$ cat src/hw/rtl/sli_pkg.sv
`default_nettype none
// ----------------------------------------------------------------------------
// Sorted list package
// Shared types, codes and default sizes for the sorted insertion list.
// ----------------------------------------------------------------------------
package sli_pkg;

   // Default sizes for the top-level parameters.
   localparam int CAPACITY_DEF   = 16;
   localparam int DATA_WIDTH_DEF = 32;

   // Fixed field widths of the request and response transactions.
   localparam int MODE_W  = 2;
   localparam int VALUE_W = 32;
   localparam int STAT_W  = 2;
   localparam int TOTAL_W = 5;

   // Request operation codes.
   typedef enum logic [MODE_W-1:0] {
      MODE_INSERT     = 2'd0,
      MODE_READ_FIRST = 2'd1,
      MODE_READ_NEXT  = 2'd2,
      MODE_CLEAR      = 2'd3
   } mode_type;

   // Response status codes.
   typedef enum logic [STAT_W-1:0] {
      STATUS_OK   = 2'd0,
      STATUS_END  = 2'd1,
      STATUS_FULL = 2'd2
   } status_type;

   // Request transaction payload.
   typedef struct packed {
      mode_type                   mode;
      logic signed [VALUE_W-1:0]  value;
   } req_type;

   // Response transaction payload.
   typedef struct packed {
      logic signed [VALUE_W-1:0]  read_value;
      status_type                 status;
      logic [TOTAL_W-1:0]         entry_total;
   } rsp_type;

endpackage
`default_nettype wire

$ cat src/hw/rtl/sli_mem.sv
`default_nettype none
// ----------------------------------------------------------------------------
// Sorted list entry memory
// Single write port, single read port, registered read data.
// ----------------------------------------------------------------------------
module sli_mem #(
   parameter int DEPTH = 16,
   parameter int WIDTH = 32
) (
   input  wire logic                     clock,
   input  wire logic                     rd_en,
   input  wire logic [$clog2(DEPTH)-1:0] rd_addr,
   output logic      [WIDTH-1:0]         rd_data,
   input  wire logic                     wr_en,
   input  wire logic [$clog2(DEPTH)-1:0] wr_addr,
   input  wire logic [WIDTH-1:0]         wr_data
);

   logic [WIDTH-1:0] mem_ff [DEPTH];
   logic [WIDTH-1:0] rd_data_ff;

   // Write port.
   always_ff @(posedge clock) begin
      if (wr_en) begin
         mem_ff[wr_addr] <= wr_data;
      end
   end

   // Read port; data holds until the next read.
   always_ff @(posedge clock) begin
      if (rd_en) begin
         rd_data_ff <= mem_ff[rd_addr];
      end
   end

   assign rd_data = rd_data_ff;

endmodule
`default_nettype wire

$ cat src/hw/rtl/sli_cmp.sv
`default_nettype none
// ----------------------------------------------------------------------------
// Sorted list comparator
// Decides whether a new value passes a stored entry under the current order.
// ----------------------------------------------------------------------------
module sli_cmp #(
   parameter int DATA_WIDTH = 32
) (
   input  wire logic signed [DATA_WIDTH-1:0] new_value,
   input  wire logic signed [DATA_WIDTH-1:0] entry_value,
   input  wire logic                         ascending,
   output logic                              passes
);

   // In ascending order a value passes smaller entries, in descending order
   // it passes larger ones. Equal entries are never passed.
   always_comb begin
      if (ascending) begin
         passes = (new_value > entry_value);
      end else begin
         passes = (new_value < entry_value);
      end
   end

endmodule
`default_nettype wire

$ cat src/hw/rtl/sorted_list_insert_readout_unit.sv
`default_nettype none
// ----------------------------------------------------------------------------
// Sorted insertion list, top level
// An insert holds busy through the scan, shift and write states it needs, a read
// through its read state; each registers its response as busy falls. Clear,
// refused inserts and empty or end-of-list reads respond the cycle after
// acceptance with no busy. A new request is taken only while idle; responses
// cannot stall.
// Reset (synchronous) empties the list, drops the cursor, selects descending.
// ----------------------------------------------------------------------------
module sorted_list_insert_readout_unit
   import sli_pkg::*;
#(
   parameter int CAPACITY   = CAPACITY_DEF,
   parameter int DATA_WIDTH = DATA_WIDTH_DEF
) (
   input  wire logic    clock,
   input  wire logic    reset,
   input  wire logic    start,
   input  wire req_type req_data,
   output logic         busy,
   output logic         rsp_valid,
   output rsp_type      rsp_data,
   input  wire logic    csr_wr_en,
   input  wire logic    csr_wr_data
);

   localparam int IDX_W = $clog2(CAPACITY);
   localparam int CNT_W = $clog2(CAPACITY + 1);

   typedef enum logic [4:0] {
      ST_IDLE  = 5'b00001,
      ST_SCAN  = 5'b00010,
      ST_SHIFT = 5'b00100,
      ST_WRITE = 5'b01000,
      ST_READ  = 5'b10000
   } state_type;

   state_type                     state_ff, state_in;
   logic [CNT_W-1:0]              count_ff, count_in;
   logic [IDX_W-1:0]              pos_ff, pos_in;
   logic                          cursor_ff, cursor_in;
   logic                          asc_ff;
   logic signed [DATA_WIDTH-1:0]  new_ff, new_in;
   logic [IDX_W-1:0]              idx_ff, idx_in;
   logic [IDX_W-1:0]              ins_ff, ins_in;
   logic                          rsp_valid_ff, rsp_valid_in;
   rsp_type                       rsp_ff, rsp_in;

   logic                          mem_rd_en;
   logic [IDX_W-1:0]              mem_rd_addr;
   logic [DATA_WIDTH-1:0]         mem_rd_data;
   logic                          mem_wr_en;
   logic [IDX_W-1:0]              mem_wr_addr;
   logic [DATA_WIDTH-1:0]         mem_wr_data;
   logic signed [DATA_WIDTH-1:0]  rd_signed;
   logic                          cmp_passes;
   logic [CNT_W-1:0]              pos_next;
   logic [CNT_W-1:0]              idx_next;

   // Entry storage.
   sli_mem #(
      .DEPTH (CAPACITY),
      .WIDTH (DATA_WIDTH)
   ) u_mem (
      .clock   (clock),
      .rd_en   (mem_rd_en),
      .rd_addr (mem_rd_addr),
      .rd_data (mem_rd_data),
      .wr_en   (mem_wr_en),
      .wr_addr (mem_wr_addr),
      .wr_data (mem_wr_data)
   );

   assign rd_signed = $signed(mem_rd_data);

   // Comparator, fed by the memory read data during the scan.
   sli_cmp #(
      .DATA_WIDTH (DATA_WIDTH)
   ) u_cmp (
      .new_value   (new_ff),
      .entry_value (rd_signed),
      .ascending   (asc_ff),
      .passes      (cmp_passes)
   );

   assign pos_next = CNT_W'(pos_ff) + CNT_W'(1);
   assign idx_next = CNT_W'(idx_ff) + CNT_W'(1);

   // Sequencer: an insert scans front to back, shifts back to front, then writes; also reads and clear.
   always_comb begin
      state_in     = state_ff;
      count_in     = count_ff;
      pos_in       = pos_ff;
      cursor_in    = cursor_ff;
      new_in       = new_ff;
      idx_in       = idx_ff;
      ins_in       = ins_ff;
      rsp_valid_in = 1'b0;
      rsp_in       = rsp_ff;
      rsp_in.read_value = '0;
      rsp_in.status     = STATUS_OK;
      mem_rd_en    = 1'b0;
      mem_rd_addr  = '0;
      mem_wr_en    = 1'b0;
      mem_wr_addr  = '0;
      mem_wr_data  = new_ff;

      unique case (state_ff)
         ST_IDLE: begin
            if (start) begin
               unique case (req_data.mode)
                  MODE_INSERT: begin
                     if (count_ff == CNT_W'(CAPACITY)) begin
                        rsp_valid_in  = 1'b1;
                        rsp_in.status = STATUS_FULL;
                     end else begin
                        new_in    = DATA_WIDTH'(req_data.value);
                        cursor_in = 1'b0;
                        idx_in    = '0;
                        ins_in    = '0;
                        if (count_ff == '0) begin
                           state_in = ST_WRITE;
                        end else begin
                           mem_rd_en   = 1'b1;
                           mem_rd_addr = '0;
                           state_in    = ST_SCAN;
                        end
                     end
                  end
                  MODE_READ_FIRST: begin
                     if (count_ff == '0) begin
                        rsp_valid_in  = 1'b1;
                        rsp_in.status = STATUS_END;
                        cursor_in     = 1'b0;
                     end else begin
                        mem_rd_en   = 1'b1;
                        mem_rd_addr = '0;
                        pos_in      = '0;
                        cursor_in   = 1'b1;
                        state_in    = ST_READ;
                     end
                  end
                  MODE_READ_NEXT: begin
                     if (!cursor_ff) begin
                        rsp_valid_in  = 1'b1;
                        rsp_in.status = STATUS_END;
                     end else if (pos_next >= count_ff) begin
                        rsp_valid_in  = 1'b1;
                        rsp_in.status = STATUS_END;
                        cursor_in     = 1'b0;
                     end else begin
                        pos_in      = IDX_W'(pos_next);
                        mem_rd_en   = 1'b1;
                        mem_rd_addr = IDX_W'(pos_next);
                        state_in    = ST_READ;
                     end
                  end
                  MODE_CLEAR: begin
                     rsp_valid_in = 1'b1;
                     count_in     = '0;
                     pos_in       = '0;
                     cursor_in    = 1'b0;
                  end
                  default: begin
                     state_in = ST_IDLE;
                  end
               endcase
            end
         end

         // The entry at idx_ff is on the read data; stop at the first one
         // that the new value does not pass.
         ST_SCAN: begin
            if (cmp_passes) begin
               if (idx_next == count_ff) begin
                  ins_in   = IDX_W'(idx_next);
                  state_in = ST_WRITE;
               end else begin
                  idx_in      = IDX_W'(idx_next);
                  mem_rd_en   = 1'b1;
                  mem_rd_addr = IDX_W'(idx_next);
               end
            end else begin
               ins_in      = idx_ff;
               idx_in      = IDX_W'(count_ff - CNT_W'(1));
               mem_rd_en   = 1'b1;
               mem_rd_addr = IDX_W'(count_ff - CNT_W'(1));
               state_in    = ST_SHIFT;
            end
         end

         // Move the entry at idx_ff one place back while reading the one before.
         ST_SHIFT: begin
            mem_wr_en   = 1'b1;
            mem_wr_addr = idx_ff + IDX_W'(1);
            mem_wr_data = mem_rd_data;
            if (idx_ff == ins_ff) begin
               state_in = ST_WRITE;
            end else begin
               idx_in      = idx_ff - IDX_W'(1);
               mem_rd_en   = 1'b1;
               mem_rd_addr = idx_ff - IDX_W'(1);
            end
         end

         // Place the new value and report the transaction.
         ST_WRITE: begin
            mem_wr_en    = 1'b1;
            mem_wr_addr  = ins_ff;
            mem_wr_data  = new_ff;
            count_in     = count_ff + CNT_W'(1);
            rsp_valid_in = 1'b1;
            state_in     = ST_IDLE;
         end

         // Report the entry at the cursor.
         ST_READ: begin
            rsp_valid_in      = 1'b1;
            rsp_in.read_value = VALUE_W'(rd_signed);
            state_in          = ST_IDLE;
         end

         default: begin
            state_in = ST_IDLE;
         end
      endcase

      rsp_in.entry_total = TOTAL_W'(count_in);
   end

   // Control registers.
   always_ff @(posedge clock) begin
      if (reset) begin
         state_ff     <= ST_IDLE;
         count_ff     <= '0;
         pos_ff       <= '0;
         cursor_ff    <= 1'b0;
         asc_ff       <= 1'b0;
         rsp_valid_ff <= 1'b0;
      end else begin
         state_ff     <= state_in;
         count_ff     <= count_in;
         pos_ff       <= pos_in;
         cursor_ff    <= cursor_in;
         rsp_valid_ff <= rsp_valid_in;
         if (csr_wr_en) begin
            asc_ff <= csr_wr_data;
         end
      end
   end

   // Payload registers.
   always_ff @(posedge clock) begin
      new_ff <= new_in;
      idx_ff <= idx_in;
      ins_ff <= ins_in;
      rsp_ff <= rsp_in;
   end

   assign busy      = (state_ff != ST_IDLE);
   assign rsp_valid = rsp_valid_ff;
   assign rsp_data  = rsp_ff;

endmodule
`default_nettype wire

$ cat config.mk
export PLATFORM = sky130hd
export DESIGN_NAME = sorted_list_insert_readout_unit
export DESIGN_NICKNAME = d
export VERILOG_FILES = /design/src/hw/rtl/sli_pkg.sv /design/src/hw/rtl/sli_mem.sv /design/src/hw/rtl/sli_cmp.sv /design/src/hw/rtl/sorted_list_insert_readout_unit.sv
export SDC_FILE = /design/constraint.sdc
export NUM_CORES = 1
export LEC_CHECK = 0
export BUFFER_PORTS_ARGS = -buffer_cell sky130_fd_sc_hd__buf_2
export CORE_MARGIN = 1
export CORE_UTILIZATION = 60
export CTS_BUF_LIST = sky130_fd_sc_hd__clkbuf_8
export DETAILED_ROUTE_END_ITERATION = 8
export PLACE_DENSITY = 0.77
export SETUP_SLACK_MARGIN = 0.3
export SLEW_MARGIN = 20
export SYNTH_ARGS = -nofsm -noshare
export SYNTH_HDL_FRONTEND = slang
export SYNTH_SLANG_ARGS = --single-unit
$ cat constraint.sdc
create_clock -name clock -period 9.95 [get_ports clock]
set_clock_uncertainty 0.15 [all_clocks]
set_input_delay 0.4975 -clock clock [delete_from_list [all_inputs] [get_ports clock]]
set_output_delay 0.4975 -clock clock [all_outputs]
set_load 0.03 [all_outputs]
==> results of run 1 <==
## cell usage after synthesis (4+ instances only)
| cell type | instances |
|---|---|
| dfxtp_1 | 56 |
| and2_1 | 35 |
| xor2_1 | 13 |
| o21bai_1 | 4 |
| and3_1 | 8 |
| mux2_1 | 25 |
| xnor2_1 | 8 |
| buf_2 | 24 |
| a2111oi_0 | 92 |
| mux2_2 | 5 |
| a31oi_1 | 4 |
| nor2b_1 | 5 |
| a21oi_1 | 24 |
| nand3_1 | 25 |
| clkbuf_1 | 104 |
| nor3_1 | 11 |
| or3_1 | 34 |
| a21o_1 | 4 |
| o21ai_0 | 55 |
| nand2b_1 | 5 |
| edfxtp_1 | 584 |
| ha_1 | 47 |
| buf_4 | 7 |
| nand2_1 | 69 |
| buf_6 | 4 |
| nand4_1 | 96 |
| nor2_1 | 50 |
| inv_1 | 46 |
| o22ai_1 | 70 |
| o31ai_1 | 92 |
| o21ai_1 | 5 |
| a2111o_1 | 30 |
| mux2i_1 | 137 |
## metrics by stage
stage	area [µm²]	hold slack [ns]	power, mW	utilization
2_1_floorplan	27050	0.2824	3.181	-
3_3_place_gp	28290	0.2995	3.252	0.6384
3_5_place_dp	28300	0.3092	3.261	0.6385
4_1_cts	30640	0.06813	5.405	0.6913
5_1_grt	30650	0.1430	5.547	0.6916
6_report	30650	0.1265	5.391	0.6916
## metal layers
layer / up-vias / part of all wire / global-route usage
met3: 174 / 0.11 / 0.06879
li1: 7723 / - / -
met4: 2 / 0.037 / 0.1374
met2: 1165 / 0.47 / 0.4677
met1: 8662 / 0.39 / 0.3998
met5: - / 0.00012 / 0
## how the worst min path moves through the flow
stage	to	cells past startpoint
2_1_floorplan	cursor_ff	2
3_5_place_dp	rsp_data[23]	1
3_3_place_gp	cursor_ff	2
4_1_cts	state_ff[0]	3
6_report	rsp_data[5]	3
5_1_grt	rsp_data[5]	3
## sequential cells by signal, indices dropped and copies added (netlist names)
name / cells
asc_ff: 1
pos_ff: 4
state_ff: 5
new_ff: 32
u_mem.rd_data: 32
count_ff: 5
u_mem.mem_ff: 512
ins_ff: 4
rsp_valid: 1
rsp_data: 39
cursor_ff: 1
idx_ff: 4
## worst reg2reg max path, delay by kind of cell, from the launching register on
family,cells,cell delay [ns]
AND/OR/NAND/NOR,4,1.56
flip-flops,1,0.39
AO/OA/AOI/OAI,6,2.42
multiplexers,1,0.47
buffers and inverters,1,0.67
adder cells (fa/ha/maj),1,0.34
## layout make-up
cell class / count / area (µm²)
Inverter: 46 / 172.7
Fill cell: 2898 / 13670
Clock inverter: 80 / 519.2
Clock buffer: 106 / 1459
Tap cell: 592 / 740.7
Timing Repair Buffer: 185 / 1294
Sequential cell: 640 / 18660
Multi-Input combinational cell: 1010 / 7805
## power groups by stage
stage          Clock (mW)  Sequential, mW  Combinational [mW]
2_1_floorplan           0            3.03               0.149
3_3_place_gp            0            3.04               0.214
3_5_place_dp            0            3.04               0.221
4_1_cts              2.19            2.98               0.234
5_1_grt              2.30            2.99               0.260
6_report             2.17            2.98               0.238
## kinds of logic after synthesis
| logic type | count (synthesis) |
|---|---|
| multiplexers | 167 |
| AND/OR/NAND/NOR | 362 |
| adder cells (fa/ha/maj) | 47 |
| AO/OA/AOI/OAI | 412 |
| XOR/XNOR | 22 |
| buffers and inverters | 189 |
| flip-flops | 640 |
## repair_timing
action,4_1_cts,5_1_grt
setup buffers,0,0
hold buffers,36,0
setup endpoints to repair,0,0
hold endpoints to repair,39,0
==> impl_metrics.yaml, run 1 <==
timing:
  slew_violations: 0
  fin_crit_ns: 6.265
  setup_slack_ns: 3.685
  relSlewSlack: 0.2223
  finalCritPeriodShare: 0.6296
  clock.fmax_mhz: 159.6
  grt_setup_unrepaired: "no"
  hold_violations: 0
  fin_setup_tns_ns: 0
  setup_viol: 0
  worst_pin_slew_ns: 1.137
floorplanning:
  initial_utilization: 0.6105
  io_pins: 80
  die-area_um2: 45940
  dieHeight_um: 214.3
  chipWidth_um: 214.3
  core_um2: 44320
  num_rows: 77
final_layout:
  area_growth_pct: 13.28
  layoutNonFillerInstCount: 2659
  drive_gt1_frac: 0.1611
  antenna_cells: 0
  layout_common_cells: "584 x edfxtp_1, 137 x mux2i_1, 106 x clkbuf_8, 96 x nand4_1"
  final_common_cell: "edfxtp_1"
  fin_nets: 2068
worst_setup_path:
  crit_cells: 13
  cp_slowest_stage_delay_ns: 0.68
  crit_required_ns: 10.21
  r2r_slack_ns: 3.69
  critPathLaunch: "new_ff[21]"
  crit_arrival_ns: 6.53
  rr_worst_depth: 13
  worstPathCellList: "ha_1, a211oi_1, o21bai_1, a221oi_1, o21ai_1, nor4_2, nor4_4, o21a_2, nor3_4, buf_4, mux2_1, a2111o_1, or3_1"
  end_kind: "register"
  worstSetupStartpointType: "register"
  cp-endpoint: "u_mem.rd_data[28]"
  cp_num_buf_inv: 1
  cp_max_fo: 49
  reg2reg_to: "u_mem.rd_data[28]"
  crit_type: "reg -> reg"
  slowest_stage: "nor4_2"
  regToRegStartpoint: "new_ff[21]"
  crit_family: "compound AO/OA/AOI/OAI gates"
placement:
  port-buffer-count: 79
  dp_hpwl_mm: 37.29
  finalWeightedCongestion: 0.8576
  dp_cells: 2437
  dp_slack_ns: 3.779
drt:
  drtIter0Drc: 2389
  num_vias: 17730
  dr.pass1.iters: 6
  wl_per_cell_um: 25.78
  wl_mm: 68.55
  postRouteAntennaNets: 0
  post-route-drc-count: 0
  viasPerCell: 6.666
logic_synthesis:
  yosys.area_share.simple: 0.07381
  synth_edf_count: 584
  synth-compound-area-share: 0.1146
  synth_mux_area_frac: 0.06317
  synth-seq-area-share: 0.6896
  yosysUniqueCellTypes: 74
  ys_async_sr_fraction: 0
  syn_nets: 1925
  synth.area.top_cells: "edfxtp_1 65%, mux2i_1 5.1%, dfxtp_1 4.1%, a2111oi_0 3.0%, o31ai_1 2.6%"
  synth-seq-cells: 640
  synth_top_area_share: 0.6482
  synth_flop_cell: "edfxtp_1"
  syn_avg_cell_area_um2: 14.71
  netlist_instances: 1839
  yosysWarnings: 0
  yosysTopAreaCell: "edfxtp_1"
  synthAdderAreaFrac: 0.02174
  synth_top_family_by_area: "compound AO/OA/AOI/OAI gates"
  synth-xor-area-share: 0.007631
  syn-cell-area_um2: 27050
pwr:
  vdd_drop_max_v: 0.0001097
  seqPwrFrac: 0.553
  netSwitchingPower_mw: 1.203
  comb_power_share: 0.044
  internal_power_mw: 4.187
  pwr-share-clk: 0.402
  swShare: 0.2232
  power_density_nw_per_um2: 175.9
  cellLeakagePower_nw: 11.91
global_routing:
  overflow: 0
  grt_antenna_before_repair: 1
  grtUsageTotal: 0.2986
  grt_pass1_wl_mm: 103.8
  first_global_vias: 17520
  grt_max_degree: 118
clock_tree:
  cts_root_buf: "clkbuf_8"
  cts_buffers: 99
  cts_tree: "yes"
  clk_path_buf_depth: 3
  worstSkewPairLatency_ns: 0.70
  cts_resized: 0
  clkTransAtPathRegs_ns: 0.06
  htreeDepth: 3
  cts.sinks: 640
flow_run:
  cap_violations: 0
min_path:
  hp-class: "in -> reg"
  min_from: "start"
run_status:
  status: "complete, no violations"
Power figures use the tool's default switching activity.
==> inputs of run 2 (changes only) <==
Settings changed: CORE_UTILIZATION 60 to 58, PLACE_DENSITY 0.77 to 0.78.
Clock period 9.95 ns to 5.5 ns, I/O delays scaled along.
==> run 2 against run 1 <==
Compared with the run above:
- via count grew 2.5%
- die area grew 3.4%
- worst hold slack lost 0.0017 ns
- power grew 79%
- maximum frequency grew 24%
- sequential power grew 81%
- clock-buffer cell count grew 11
- cell count grew 2.3%
- global-route usage grew 0.51 points
- combinational power grew 88%
- wire length grew 3.8%
==> impl_metrics.yaml, run 2 (synthesis gave the netlist of run 1 again) <==
placement:
  dp_hpwl_mm: 42.40
  finalWeightedCongestion: 0.9318
  port-buffer-count: 79
final_layout:
  num-fill-cells: 2973
  top_register: "u_mem.mem_ff"
  fin_nets: 2125
  layout_common_cells: "584 x edfxtp_1, 137 x mux2i_1, 117 x clkbuf_8, 101 x buf_4, 96 x nand4_1"
  largest_reg_flops: 512
  area_growth_pct: 15.62
  final_common_cell: "edfxtp_1"
  drive_gt1_frac: 0.1829
  antenna_cells: 0
clock_tree:
  cts_tree: "yes"
  postCtsSetupBuffers: 0
  clk_path_buf_depth: 3
  htreeDepth: 3
  worstSkewPairLatency_ns: 0.71
  cts.sinks: 640
  cts_buffers: 100
  cts_root_buf: "clkbuf_8"
  clkTransAtPathRegs_ns: 0.06
pwr:
  finalPower_mw: 9.643
  comb_power_share: 0.046
  power_density_nw_per_um2: 308.3
  netSwitchingPower_mw: 2.195
  vdd_drop_max_v: 0.0002005
  pwr-share-clk: 0.393
  seqPwrFrac: 0.560
  internal_power_mw: 7.447
  cellLeakagePower_nw: 12.24
  swShare: 0.2277
worst_setup_path:
  reg2reg_to: "u_mem.rd_data[13]"
  regToRegStartpoint: "u_mem.rd_data[21]"
  slowest_stage: "a2111oi_0"
  rr_worst_depth: 14
  crit_required_ns: 5.91
  cp_slowest_stage_delay_ns: 0.75
  worstPathCellList: "inv_1, ha_1, a211oi_1, o21bai_1, a221oi_2, o21ai_1, or4_4, a21oi_2, o21a_2, buf_12, o31ai_1, a2111oi_0, a2111o_1, or3_1"
  r2r_slack_ns: 0.46
  worstSetupStartpointType: "register"
  end_kind: "register"
  crit_type: "reg -> reg"
  cp_max_fo: 90
  crit_arrival_ns: 5.45
drt:
  dr.pass1.iters: 6
  wl_per_cell_um: 26.15
  postRouteAntennaNets: 0
  wl_mm: 71.15
  drtIter0Drc: 2405
  num_vias: 18170
  post-route-drc-count: 0
  viasPerCell: 6.678
timing:
  relSlewSlack: 0.2728
  hold_ws_ns: 0.1248
  hold_violations: 0
  finalCritPeriodShare: 0.9163
  worst_pin_slew_ns: 1.088
  setup_viol: 0
  fin_crit_ns: 5.040
  clock.fmax_mhz: 198.4
  slew_violations: 0
  grt_setup_unrepaired: "no"
  fin_setup_tns_ns: 0
global_routing:
  grtUsageTotal: 0.3037
  overflow: 0
  grt.met3_usage: 0.07434
  first_global_vias: 18060
  grt_util_met1: 0.4107
  grt_util_met2: 0.4652
  grt_antenna_before_repair: 0
  busiest_layer: "met2"
  grt_max_degree: 91
  grt_pass1_wl_mm: 107.6
floorplanning:
  initial_utilization: 0.5923
  io_pins: 80
  core_um2: 45670
  dieHeight_um: 218.0
  num_rows: 78
  chipWidth_um: 218.0
  die-area_um2: 47510
min_path:
  min_from: "req_data[4]"
  worstHoldEndpoint: "new_ff[4]"
  hp-class: "in -> reg"
  holdPathStages: 2
run_status:
  status: "complete, no violations"
flow_run:
  cap_violations: 0
[run 2: worst max-delay path, delay by kind of cell, from the launching register on]
kind / cells / cell delay (ns)
adders and majority gates: 1 / 0.24
AOI/OAI and AO/OA: 9 / 2.80
and+or+nand+nor: 2 / 0.73
buffers and inverters: 2 / 0.46
DFF: 1 / 0.40
[run 2: worst max path at each step]
| stage | end | depth (start not counted) | slack [ns] | start |
|---|---|---|---|---|
| global placement | u_mem.rd_data[4] | 15 | 0.17 | u_mem.rd_data[21] |
| finish | u_mem.rd_data[13] | 14 | 0.46 | u_mem.rd_data[21] |
| CTS | u_mem.rd_data[4] | 14 | 0.41 | new_ff[21] |
| floorplan | u_mem.rd_data[0] | 10 | 0.45 | pos_ff[0] |
| global route | u_mem.rd_data[31] | 15 | 0.28 | u_mem.rd_data[21] |
| detailed placement | u_mem.rd_data[4] | 14 | 0.08 | new_ff[21] |
[run 2: area by class of cell]
type                       count  area, µm²  share of cell area
tap                          600      750.7             0.02400
clock inverter                67      310.3            0.009920
sequential                   640      18660              0.5965
multi-input combinational   1010       7821              0.2500
inverter                      46      172.7            0.005520
timing repair buffer         241       1958             0.06260
clock buffer                 117       1610             0.05148
[run 2: per-layer routing]
layer  wire length [µm]  vias up  share of wire
li1                   -     7840              -
met1              27430     8955           0.39
met2              33140     1185           0.47
met3               7797      191           0.11
met4               2783        0          0.039
met5                  0        -              0
[run 2: what timing repair did]
action | 4_1_cts | 5_1_grt
pin swaps | 0 | 2
gates resized for setup | 2 | 4
hold endpoints to repair | 51 | 0
setup endpoints to repair | 32 | 23
hold buffers | 39 | 0
[run 2: power groups by stage]
stage	Combinational [mW]	Sequential (mW)	Clock, mW
global placement	0.399	5.50	0
detailed placement	0.412	5.50	0
floorplan	0.269	5.49	0
finish	0.447	5.40	3.79
global route	0.486	5.40	4.02
CTS	0.437	5.40	3.82
[run 2: through the flow]
step / worst slack [ns] / instance area, µm² / utilization / instances
CTS: 0.4121 / 31260 / 0.6844 / 2721
global route: 0.2814 / 31280 / 0.6849 / 2721
finish: 0.4603 / 31280 / 0.6849 / 2721
detailed placement: 0.07839 / 28940 / 0.6335 / 2498
global placement: 0.1711 / 28940 / 0.6335 / 2498
floorplan: 0.4490 / 27050 / - / 1839
